$ cat src/hdl/fir_ec_pkg.sv
// fir_ec_pkg: shared widths, defaults and register map for the edge-clamped FIR.
// No dependencies; compiled first.
package fir_ec_pkg;

	localparam int SAMPLE_W  = 16;                    // input sample width
	localparam int COEFF_W   = 16;                    // Q1.15 coefficient width
	localparam int PROD_W    = SAMPLE_W + COEFF_W;    // one tap product
	localparam int OUT_W     = 35;                    // filtered result width
	localparam int TAPS_DEF  = 8;                     // default tap count
	localparam int NUM_REGS  = 8;                     // coefficient registers on the bus
	localparam int GRP       = 4;                     // products per first-level adder
	localparam int PDATA_W   = 32;                    // APB data width
	localparam int PADDR_W   = 5;                     // 8 word registers
	localparam int REG_IDX_W = 3;                     // register index bits in paddr

	localparam logic signed [COEFF_W-1:0] COEFF0_RST = 16'sd32767;

endpackage

$ cat src/hdl/fir_ec_in_if.sv
// fir_ec_in_if: sample request channel (valid/ready plus sample, block_start).
// Depends on fir_ec_pkg.
interface fir_ec_in_if;
	logic                                   valid;
	logic                                   ready;
	logic signed [fir_ec_pkg::SAMPLE_W-1:0] sample;
	logic                                   block_start;

	modport source (output valid, output sample, output block_start, input ready);
	modport sink   (input valid, input sample, input block_start, output ready);
endinterface

$ cat src/hdl/fir_ec_dline.sv
// fir_ec_dline: input stage; sample history with block-start fill, registers the tap vector.
// Depends on fir_ec_pkg, fir_ec_in_if.
module fir_ec_dline #(
	parameter int TAPS = fir_ec_pkg::TAPS_DEF
) (
	input  logic                                   clk,
	input  logic                                   arst_n,
	fir_ec_in_if.sink                              samples,
	input  logic                                   rdy_s1,
	output logic                                   vld_s1,
	output logic signed [fir_ec_pkg::SAMPLE_W-1:0] tap_s1 [TAPS]
);

	localparam int HIST_D = (TAPS > 1) ? TAPS - 1 : 1;

	logic                                   accept;
	logic                                   take;
	logic signed [fir_ec_pkg::SAMPLE_W-1:0] tap_nxt [TAPS];
	logic signed [fir_ec_pkg::SAMPLE_W-1:0] hist_q  [HIST_D];

	// stage 1 frees up when empty or when stage 2 takes its content
	assign take          = !vld_s1 || rdy_s1;
	assign samples.ready = take;
	assign accept        = samples.valid && take;

	// block_start repeats the sample over every older tap
	always_comb begin
		tap_nxt[0] = samples.sample;
		for (int k = 1; k < TAPS; k++) begin
			tap_nxt[k] = samples.block_start ? samples.sample : hist_q[k-1];
		end
	end

	always_ff @(posedge clk or negedge arst_n) begin
		if (!arst_n) begin
			vld_s1 <= 1'b0;
			for (int k = 0; k < HIST_D; k++) begin
				hist_q[k] <= '0;
			end
		end else begin
			if (take) begin
				vld_s1 <= samples.valid;
			end
			if (accept) begin
				// new history equals the first TAPS-1 taps of this item
				for (int k = 0; k < HIST_D; k++) begin
					hist_q[k] <= tap_nxt[k];
				end
			end
		end
	end

	always_ff @(posedge clk) begin
		if (accept) begin
			tap_s1 <= tap_nxt;
		end
	end

endmodule

$ cat src/flat_wrapper.sv
// flat-port wrapper written by rule: the top's interface ports become plain ports
module fir_ec_dline_flat 
#(
	parameter int TAPS = fir_ec_pkg::TAPS_DEF
)
  (clk, arst_n, rdy_s1, vld_s1, tap_s1, samples_valid, samples_sample, samples_block_start, samples_ready);
  fir_ec_in_if samples_i ();
  input  logic clk;
  input  logic arst_n;
  input  logic rdy_s1;
  output logic vld_s1;
  output logic signed [fir_ec_pkg::SAMPLE_W-1:0] tap_s1[TAPS];
  input wire logic [$bits(samples_i.valid)-1:0] samples_valid;
  input wire logic [$bits(samples_i.sample)-1:0] samples_sample;
  input wire logic [$bits(samples_i.block_start)-1:0] samples_block_start;
  output wire logic [$bits(samples_i.ready)-1:0] samples_ready;
  assign samples_i.valid = samples_valid;
  assign samples_i.sample = samples_sample;
  assign samples_i.block_start = samples_block_start;
  assign samples_ready = samples_i.ready;
  fir_ec_dline #(.TAPS(TAPS)) u_core (.clk(clk), .arst_n(arst_n), .samples(samples_i), .rdy_s1(rdy_s1), .vld_s1(vld_s1), .tap_s1(tap_s1));
endmodule
$ cat config.mk
export PLATFORM = sky130hd
export DESIGN_NAME = fir_ec_dline_flat
export DESIGN_NICKNAME = d
export VERILOG_FILES = /design/src/hdl/fir_ec_pkg.sv /design/src/hdl/fir_ec_in_if.sv /design/src/hdl/fir_ec_dline.sv /design/src/flat_wrapper.sv
export SDC_FILE = /design/constraint.sdc
export NUM_CORES = 1
export LEC_CHECK = 0
export ABC_AREA = 1
export BUFFER_PORTS_ARGS = -buffer_cell sky130_fd_sc_hd__buf_4
export CAP_MARGIN = 20
export CORE_MARGIN = 1
export CORE_UTILIZATION = 50
export DETAILED_ROUTE_END_ITERATION = 7
export HOLD_SLACK_MARGIN = 0.08
export PLACE_DENSITY = 0.7
export SLEW_MARGIN = 15
export SYNTH_ARGS = -nofsm -noshare
export SYNTH_HDL_FRONTEND = slang
export SYNTH_SLANG_ARGS = --single-unit
$ cat constraint.sdc
create_clock -name clk -period 3.76 [get_ports clk]
set_input_delay 0.94 -clock clk [delete_from_list [all_inputs] [get_ports clk]]
set_output_delay 0.94 -clock clk [all_outputs]
set_load 0.03 [all_outputs]
; Yosys cells after proc, flatten, opt, wreduce, memory -nomap -nowiden
; Cells that the tools add are included.
; W data, S select, Z words.
[totals]
in_bits = 21
word_cells = 26
out_inout_bits = 130
reg_bits = 241
[op_classes]
muxes = 7
reduce_logical = 3
[op_table]
columns = op, count
row1 = $mux W16, 7
row2 = $logic_and A1 B1 Y1, 1
row3 = $logic_not A1 Y1, 1
row4 = $logic_or A1 B1 Y1, 1

; Longest topological paths before layout
; Gate-level depths: netlist (run 1).
[depth]
ltp_word = 3
ltp_mapped = 8
mapped_depth_nobuf = 5

; Worst setup path after synthesis (run 1)
; Ideal clock, no wire load.
[synth_path]
path_kind = input -> register
from = input port samples_valid
to = register u_core.tap_s1[0] (netlist name) (enable)
arrival_time_ns = 2.957
setup_slack_ns = 0.370
required_time_ns = 3.327
n_path_buf = 2
path_stages = 4
setup_ns = 0.433
path_cell_list = buf_2 -> inv_2 -> a21oi_4 -> buf_2
[synth_between]
elab_chain_cells = 1
[synth_lines]
columns = item, line
row1 = from (decl), flat_wrapper.sv:13  ; input wire logic [$bits(samples_i.valid)-1:0] samples_valid;
row2 = $logic_and A1 B1 Y1, fir_ec_dline.sv:24  ; assign accept = samples.valid && take;
row3 = net u_core.accept, fir_ec_dline.sv:16  ; logic accept;
row4 = to (signal assigned), fir_ec_dline.sv:55  ; tap_s1 <= tap_nxt;
row5 = to (decl), fir_ec_dline.sv:11  ; output logic signed [fir_ec_pkg::SAMPLE_W-1:0] tap_s1 [TAPS]
; The timed path passes the listed nets, and every way through them passes these cells.
; A chain may end at the register's enable or synchronous reset.

; Final worst setup path (run 1)
[layout_path]
from = input port rdy_s1
to = output port samples_ready
[layout_between]
elab_chain_cells = 1
[layout_lines]
columns = item, line
row1 = from (decl), flat_wrapper.sv:10  ; input logic rdy_s1;
row2 = $logic_or A1 B1 Y1, fir_ec_dline.sv:22  ; assign take = !vld_s1 || rdy_s1;
row3 = to (decl), flat_wrapper.sv:16  ; output wire logic [$bits(samples_i.ready)-1:0] samples_ready;
; Every way passes these cells.

==> flow_summary.toml, run 1 <==
[sta]
setup-violations-final = 0
maxSlewHeadroom_pct = 39.8
hold_viol_final = 0
slew_violations = 0
whs_ns = 0.471
rsz0062_at_grt = "false"
period_share_pct = 68.0
worst_pin_slew_ns = 0.904
max_freq_mhz = 391
finalCriticalPeriod_ns = 2.56
fin_setup_tns_ns = 0
skew_ns = 0.0117

[synth]
yosysWarnings = 0
yosysSeqAreaShare_pct = 73.1
syn_area_um2 = 9120
synth_cells = 863
synth_seq_cells = 241
syn_avg_cell_area_um2 = 10.6
synthesis.nets = 884
synth_cell_types = 12

[grt]
grt_pass1_vias = 5786
grt-ovfl-total = 0
grt_usage_pct = 20.7
grt_max_degree = 113
antenna_found_initial = 0
grt_pass1_wl_um = 30100

[drt]
vias = 6226
first_pass_iters = 4
drtIter0Drc = 537
wl_um = 18900
drc = 0
routedWlPerCell_um = 15.1
ant_nets = 0
drt-vias-per-instance = 4.95

[clock_network]
cts_setup_buffers = 0
clock_path_buffers = 3
numClockSinks = 241
cts_hold_buffers = 0
cts_made_buffers = 24
root_buffer = "clkbuf_16"
ctsResizeCount = 0
clock_latency_ns = 0.51
htreeDepth = 1
cts_tree = "yes"
clk_pin_slew_worst_paths_ns = 0.05

[setup_path]
r2r_cells = 2
critPathMaxFanout = 19
max_stage_delay_ns = 0.20
cp_common_cell = "buf_4"
cp-end-kind = "output port"
crit_slowest_cell = "buf_4"
r2r_end = "u_core.tap_s1[89]$_DFFE_PP_"
rrSetupSlack_ns = 1.99
crit_required_ns = 2.82
arrival_ns = 1.62
r2r_start = "u_core.vld_s1$_DFFE_PN0P_"
cp_cell_sequence = "buf_4, inv_1, nand2_2, buf_4, buf_4"
critPathKind = "input port to output port"
crit_start = "rdy_s1"
worst_setup_path_start_kind = "input port"

[placement]
port_buffers = 150
hpwl_um = 11800
gp_congestion = 0.769

[cells_and_area]
syn2layout_area_growth_pct = 23.2
final_cell_mix = "nand2_1, buf_4, edfxtp_1"
antenna_cells = 0
layout_commonest_cell = "nand2_1"
layout.nets = 1032
drive_gt1_share_pct = 19.3
fillers = 1495

[hold_path]
holdCritStartpoint = "u_core.hist_q[109]$_DFFE_PN0P_"
hold_class = "flip-flop to flip-flop"
whs_endpoint = "u_core.hist_q[109]$_DFFE_PN0P_"
whs_path_depth = 2

[pwr]
power.leakage_nw = 5.58
powerDensity_nw_per_um2 = 574
vdd_drop_max_mv = 0.374

[floorplanning]
die_h_um = 137
die_w_um = 137
num_rows = 49
core_area_um2 = 17900
die_area_um2 = 18800
ios = 151
start_util_pct = 51.0

[flow_run]
drv_cap = 0

[outcome]
outcome = "completed"
[worst max-delay path, delay by kind of cell]
family / cells / cell delay [ns]
buffers and inverters: 4 / 0.62
AND/OR/NAND/NOR: 1 / 0.05
[flip-flops by register name, summed over array words and instances, names as in the netlist]
register	count
u_core.vld_s1	1
u_core.hist_q	112
u_core.tap_s1	128
[area by class of cell]
class                           instances  area [µm²]  area share (%)
Multi-Input combinational cell        580        2220            19.7
Timing Repair Buffer                  161        1280            11.4
Tap cell                              229         287            2.55
Inverter                                3        13.8           0.122
Sequential cell                       241        6670            59.3
Clock inverter                          6        52.6           0.467
Clock buffer                           38         714            6.36
[how the worst max path moves through the flow]
stage          slack [ns]  depth (start not counted)                            to
4_1_cts              1.20                          5                 samples_ready
5_1_grt              1.16                          5                 samples_ready
3_5_place_dp         1.19                          4  u_core.tap_s1[120]$_DFFE_PP_
3_3_place_gp         1.22                          4  u_core.tap_s1[120]$_DFFE_PP_
6_report             1.20                          5                 samples_ready
2_1_floorplan        0.37                          4    u_core.tap_s1[0]$_DFFE_PP_
[stage by stage]
stage / setup WS (ns) / utilization (%) / instance area [µm²] / power, mW / instances
2_1_floorplan: 0.370 / - / 9120 / 3.87 / 863
4_1_cts: 1.20 / 62.8 / 11200 / 6.52 / 1258
3_3_place_gp: 1.22 / 58.5 / 10500 / 4.18 / 1214
3_5_place_dp: 1.19 / 58.5 / 10500 / 4.20 / 1214
6_report: 1.20 / 62.8 / 11200 / 6.45 / 1258
5_1_grt: 1.16 / 62.8 / 11200 / 6.74 / 1258
[cells by family after synthesis]
kind of cell	count (synthesis)	synth area share, %
AOI/OAI and AO/OA	1	0.178
buffers and inverters	42	2.61
DFF	241	73.1
and+or+nand+nor	579	24.1
[cells in the mapped netlist]
cell type,count,share of area [%]
clkbuf_1,4,0.16
inv_2,1,0.041
nand3_1,16,0.88
nand2_1,561,23
dfrtp_1,113,31
edfxtp_1,128,42
buf_2,22,1.2
buf_6,1,0.12
inv_1,2,0.082
buf_4,12,0.99
nand2_2,2,0.14
a21oi_4,1,0.18
[routing by layer]
layer	part of all wire [%]	wire length, µm	GRT usage [%]	vias to the layer above
li1	-	-	-	3039
met5	0	0	0	-
met2	45	8600	29.9	198
met4	1.2	223	5.01	0
met3	6.0	1130	3.41	21
met1	47	8980	32.6	2968
[report_power, final]
group / total (mW) / switching [mW] / internal, mW
sequential: 3.26 / 0.136 / 3.12
combinational: 0.892 / 0.601 / 0.291
clock: 2.30 / 0.935 / 1.37
total: 6.45 / 1.67 / 4.78
Power figures use the tool's default switching activity.
==> run 2: changes to the inputs <==
clock period = 2.4 ns   (was 3.76 ns; I/O delays follow)
==> run 2 against run 1 <==
  * Via count up 1.2%
  * Total power up 55%
  * Setup slack worse by 0.77 ns
  * Clock power up 51%
  * Register-to-register slack worse by 1.2 ns
  * Critical endpoint unchanged
==> flow_summary.toml, run 2 (synthesis results as in run 1) <==
[outcome]
outcome = "completed"

[pwr]
intPower_mw = 7.38
p_comb_share_pct = 14.3
powerDensity_nw_per_um2 = 881
vdd_drop_max_mv = 0.577
switching_share_pct = 26.2
p_switching_mw = 2.62
p_clk_share_pct = 34.7
p_total_mw = 10.0
p_seq_share_pct = 51.0
power.leakage_nw = 5.64

[cells_and_area]
antenna_cells = 0
register_area_um2 = 6670
multi_input_area_um2 = 2220
final_cell_mix = "nand2_1, buf_4, edfxtp_1"
utilization_pct = 63.5
syn2layout_area_growth_pct = 24.5
reg_top3 = "u_core.tap_s1 x128, u_core.hist_q x112, u_core.vld_s1 x1"
layout.nets = 1039
regMostFlops = "u_core.tap_s1"
largest_reg_flops = 128
layout_commonest_cell = "nand2_1"
fillers = 1473
drive_gt1_share_pct = 20.0

[sta]
worst_pin_slew_ns = 0.509
period_share_pct = 82.1
fin_setup_tns_ns = 0
max_freq_mhz = 507
hold_viol_final = 0
finalWorstSetupSlack_ns = 0.429
maxSlewHeadroom_pct = 66.1
setup-violations-final = 0
finalCriticalPeriod_ns = 1.97
slew_violations = 0
skew_ns = 0.0108
rsz0062_at_grt = "false"

[grt]
grt_pass1_wl_um = 29200
grt-ovfl-total = 0
grt_max_degree = 113
grt_usage_pct = 20.1
antenna_found_initial = 0
grt_pass1_vias = 5682

[setup_path]
critPathMaxFanout = 10
crit_required_ns = 1.80
worst_setup_path_start_kind = "flip-flop"
critPathKind = "flip-flop to output port"
cp-end-kind = "output port"
arrival_ns = 1.37

[clock_network]
clk_pin_slew_worst_paths_ns = 0.06
numClockSinks = 241
cts_made_buffers = 24
htreeDepth = 1
cts_tree = "yes"
ctsResizeCount = 0
clock_path_buffers = 3
clock_latency_ns = 0.51
root_buffer = "clkbuf_16"

[drt]
ant_nets = 0
first_pass_iters = 5
wl_um = 18500
vias = 6301
drtIter0Drc = 509
drc = 0
drt-vias-per-instance = 4.98
routedWlPerCell_um = 14.6

[placement]
pre_cts_ws_ns = 0.544
port_buffers = 150
hpwl_um = 11700
gp_congestion = 0.756

[floorplanning]
die_area_um2 = 18800
core_area_um2 = 17900
start_util_pct = 51.0
die_h_um = 137
ios = 151
num_rows = 49
die_w_um = 137

[hold_path]
hold_class = "input port to flip-flop"

[flow_run]
drv_cap = 0
[run 2: cell types whose count changed in the layout (fill, tap and decap cells not counted)]
| cell | previous run | this run |
|---|---|---|
| buf_12 | 6 | 13 |
| buf_4 | 155 | 154 |
| bufinv_16 | 1 | 0 |
| clkbuf_1 | 9 | 2 |
| clkinv_1 | 2 | 7 |
| clkinv_2 | 3 | 6 |
| dlygate4sd3_1 | 0 | 1 |
[run 2: path summary, 6_finish.rpt]
| check | to | start | slack (ns) | depth (start not counted) |
|---|---|---|---|---|
| worst max register to register | u_core.tap_s1[21]$_DFFE_PP_ | u_core.vld_s1$_DFFE_PN0P_ | 0.84 | 3 |
| max in group asynchronous | u_core.hist_q[103]$_DFFE_PN0P_ | arst_n | 1.15 | 3 |
| worst min register to register | u_core.hist_q[105]$_DFFE_PN0P_ | u_core.hist_q[105]$_DFFE_PN0P_ | 0.47 | 2 |
| worst max-delay path | samples_ready | u_core.vld_s1$_DFFE_PN0P_ | 0.43 | 2 |
| worst min-delay path | u_core.tap_s1[114]$_DFFE_PP_ | samples_sample[2] | 0.29 | 1 |
| min in group asynchronous | u_core.hist_q[2]$_DFFE_PN0P_ | arst_n | 0.61 | 2 |
[run 2: what timing repair did]
| action | 4_1_cts | 5_1_grt |
|---|---|---|
| buffers inserted | 0 | 0 |
| endpoints found under the hold margin | 32 | 0 |
| hold buffers | 1 | 0 |
[run 2: area by class of cell]
class,count,share of cell area [%]
flip-flops and latches,241,58.7
multi-input cells,580,19.5
repair buffers,168,12.6
clock buffers,31,6.06
well taps,229,2.52
clock inverters,13,0.496
inverters,3,0.121
[run 2: power by group through the flow]
stage / combinational (mW) / sequential (mW) / clock [mW]
6_report: 1.43 / 5.10 / 3.47
5_1_grt: 1.59 / 5.15 / 3.70
4_1_cts: 1.45 / 5.10 / 3.55
3_5_place_dp: 1.44 / 5.18 / 0
3_3_place_gp: 1.41 / 5.17 / 0
2_1_floorplan: 0.598 / 5.47 / 0
[run 2: metrics by stage]
step / hold WS (ns) / cells / instance area [µm²]
6_report: 0.286 / 1265 / 11400
5_1_grt: 0.272 / 1265 / 11400
4_1_cts: 0.270 / 1265 / 11400
3_5_place_dp: 0.459 / 1220 / 10600
3_3_place_gp: 0.454 / 1220 / 10600
2_1_floorplan: 0.304 / 863 / 9130
[run 2: critical path: stages, from the launching register on]
cell and delay (ns):
dfrtp_1 0.43, nand2_2 0.22, buf_4 0.21
[run 2: metal layers]
metal  up-vias  share of wire, %  routed length [µm]  GRT usage [%]
met5         -                 0                   0              0
met2       235                44                8140           29.1
met4         0               2.1                 382           5.62
met3        27               6.9                1270           3.56
met1      2981                47                8680           31.0
li1       3058                 -                   -              -
==> run 3: changes to the inputs <==
ABC_AREA = 0   (was 1)
clock period = 1.9 ns   (was 2.4 ns; I/O delays follow)
==> run 3 against run 2 <==
  * The run now ends with DRC left
  * Total power up 37%
  * First-iteration DRC count fell by 44%
  * Sequential share of layout area is 1.3 points lower
  * Critical path type unchanged
  * Critical endpoint unchanged
  * Highest routed layer unchanged
==> flow_summary.toml, run 3 <==
[outcome]
outcome = "complete, but fails checks"
violations = "DRC"

[sta]
period_share_pct = 96.9
setup-violations-final = 0
fin_setup_tns_ns = 0
skew_ns = 0.00616
worst_pin_slew_ns = 0.407
rsz0062_at_grt = "false"
hold_viol_final = 0
finalCriticalPeriod_ns = 1.84
maxSlewHeadroom_pct = 72.9
max_freq_mhz = 543
slew_violations = 0

[cells_and_area]
layout_commonest_cell = "buf_4"
fillers = 1349
largest_reg_flops = 128
utilization_pct = 64.1
drive_gt1_share_pct = 36.0
regMostFlops = "u_core.tap_s1"
antenna_cells = 0
syn2layout_area_growth_pct = 24.0
final_cell_mix = "buf_4, o21ai_0, edfxtp_1"
layout.nets = 828
reg_top3 = "u_core.tap_s1 x128, u_core.hist_q x112, u_core.vld_s1 x1"

[setup_path]
crit_required_ns = 1.42
worst_setup_path_start_kind = "flip-flop"
arrival_ns = 1.37
critPathMaxFanout = 19
critPathKind = "flip-flop to output port"
cp-end-kind = "output port"

[pwr]
vdd_drop_max_mv = 0.675
powerDensity_nw_per_um2 = 1180
power.leakage_nw = 5.17

[floorplanning]
start_util_pct = 51.7
num_rows = 49
core_area_um2 = 18100
ios = 151
die_h_um = 139
die_w_um = 139
die_area_um2 = 19300

[drt]
routedWlPerCell_um = 16.7
vias = 5331
drtIter0Drc = 286
ant_nets = 0
first_pass_iters = 8
drt-vias-per-instance = 5.06
drc = 10
wl_um = 17600

[synth]
synth_cell_types = 14
ys.flop_type = "edfxtp_1"
synthesis.nets = 664
synth_edf_count = 128
synth_area_leaders = "edfxtp_1, dfrtp_1, mux2_4"
syn_area_um2 = 9380
synth_common_cells = "edfxtp_1, o21ai_0, dfrtp_1"
syn_avg_cell_area_um2 = 14.6
synth_largest_area_cell = "edfxtp_1"
yosysWarnings = 0
yosys.area.top_type_share_pct = 41.0
yosysSeqAreaShare_pct = 71.2
synth_seq_cells = 241
synth_cells = 643
synth-async-reset-ratio_pct = 46.9

[clock_network]
cts_tree = "yes"
clock_latency_ns = 0.50
root_buffer = "clkbuf_16"
ctsResizeCount = 0
numClockSinks = 241
clk_pin_slew_worst_paths_ns = 0.06
htreeDepth = 1
cts_setup_buffers = 0
cts_made_buffers = 24
clock_path_buffers = 3

[grt]
grt-ovfl-total = 0
grt_max_degree = 55
grt_pass1_vias = 5198
grt_usage_pct = 18.4
antenna_found_initial = 0
grt_pass1_wl_um = 28100

[hold_path]
hold_class = "input port to flip-flop"

[flow_run]
drv_cap = 0

[placement]
hpwl_um = 11900
port_buffers = 150
gp_congestion = 0.770
==> run 3: changes by cell type in the layout (fill, tap and decap cells not counted), moves of 7 or more <==
cell and delta:
mux2_4 +53, nand2_1 -545, mux2_2 +43, o21ai_0 +128, inv_1 +111, clkbuf_1 +7
buf_4 +7
==> run 3: final timing paths <==
check	depth (start not counted)	start	endpoint	slack, ns
max	2	u_core.vld_s1$_DFFE_PN0P_	samples_ready	0.06
min	1	samples_sample[6]	u_core.tap_s1[118]$_DFFE_PP_	0.17
max reg2reg	4	u_core.vld_s1$_DFFE_PN0P_	u_core.hist_q[91]$_DFFE_PN0P_	0.11
min reg2reg	1	u_core.hist_q[47]$_DFFE_PN0P_	u_core.hist_q[47]$_DFFE_PN0P_	0.51
max in group asynchronous	3	arst_n	u_core.hist_q[9]$_DFFE_PN0P_	0.90
min in group asynchronous	2	arst_n	u_core.hist_q[97]$_DFFE_PN0P_	0.44
==> run 3: area by class of cell <==
type	count	area, µm²	share of cell area [%]
clock inverter	6	101	0.872
inverter	112	420	3.62
multi-input combinational	259	2090	18.0
timing repair buffer	169	1360	11.7
clock buffer	37	701	6.03
sequential	241	6670	57.4
tap	229	287	2.46
==> run 3: what timing repair did <==
item,in CTS,in global routing
hold endpoints to repair,25,0
setup endpoints to repair,1,0
hold buffers,1,0
==> run 3: layer usage <==
metal / up-vias / routed length, µm / track usage (%)
met3: 21 / 884 / 3.31
met5: - / 0 / 0
li1: 2529 / - / -
met4: 0 / 297 / 4.97
met1: 2655 / 8310 / 28.0
met2: 126 / 8060 / 27.2
==> run 3: power breakdown <==
| group | internal [mW] | total (mW) | switching (mW) |
|---|---|---|---|
| clock network | 2.93 | 4.75 | 1.82 |
| registers | 6.35 | 6.69 | 0.343 |
| logic | 1.01 | 2.23 | 1.22 |
==> run 3: worst max-delay path, stage by stage (launching register included) <==
cell and delay, ns:
dfrtp_1 0.41, nand2b_4 0.24, buf_4 0.21
==> run 3: stage by stage <==
stage | hold WS (ns) | cells | total power, mW | instance area (µm²) | setup slack (ns)
4_1_cts | 0.149 | 1053 | 13.8 | 11600 | 0.0287
3_5_place_dp | 0.432 | 1010 | 9.03 | 10800 | 0.141
6_report | 0.171 | 1053 | 13.7 | 11600 | 0.0584
5_1_grt | 0.153 | 1053 | 14.3 | 11600 | 0.000345
2_1_floorplan | 0.179 | 643 | 8.27 | 9400 | 0.0154
3_3_place_gp | 0.438 | 1010 | 8.92 | 10800 | 0.163
==> run 3: kinds of logic (layout without fill, tap and decap cells) <==
kind of cell    after synthesis  in the layout  share of synthesized area (%)
flops                       241            241                           71.2
buf+inv                     143            324                           6.57
compound gates              128            128                           6.83
mux                          96             96                           13.7
simple gates                 35             35                           1.80
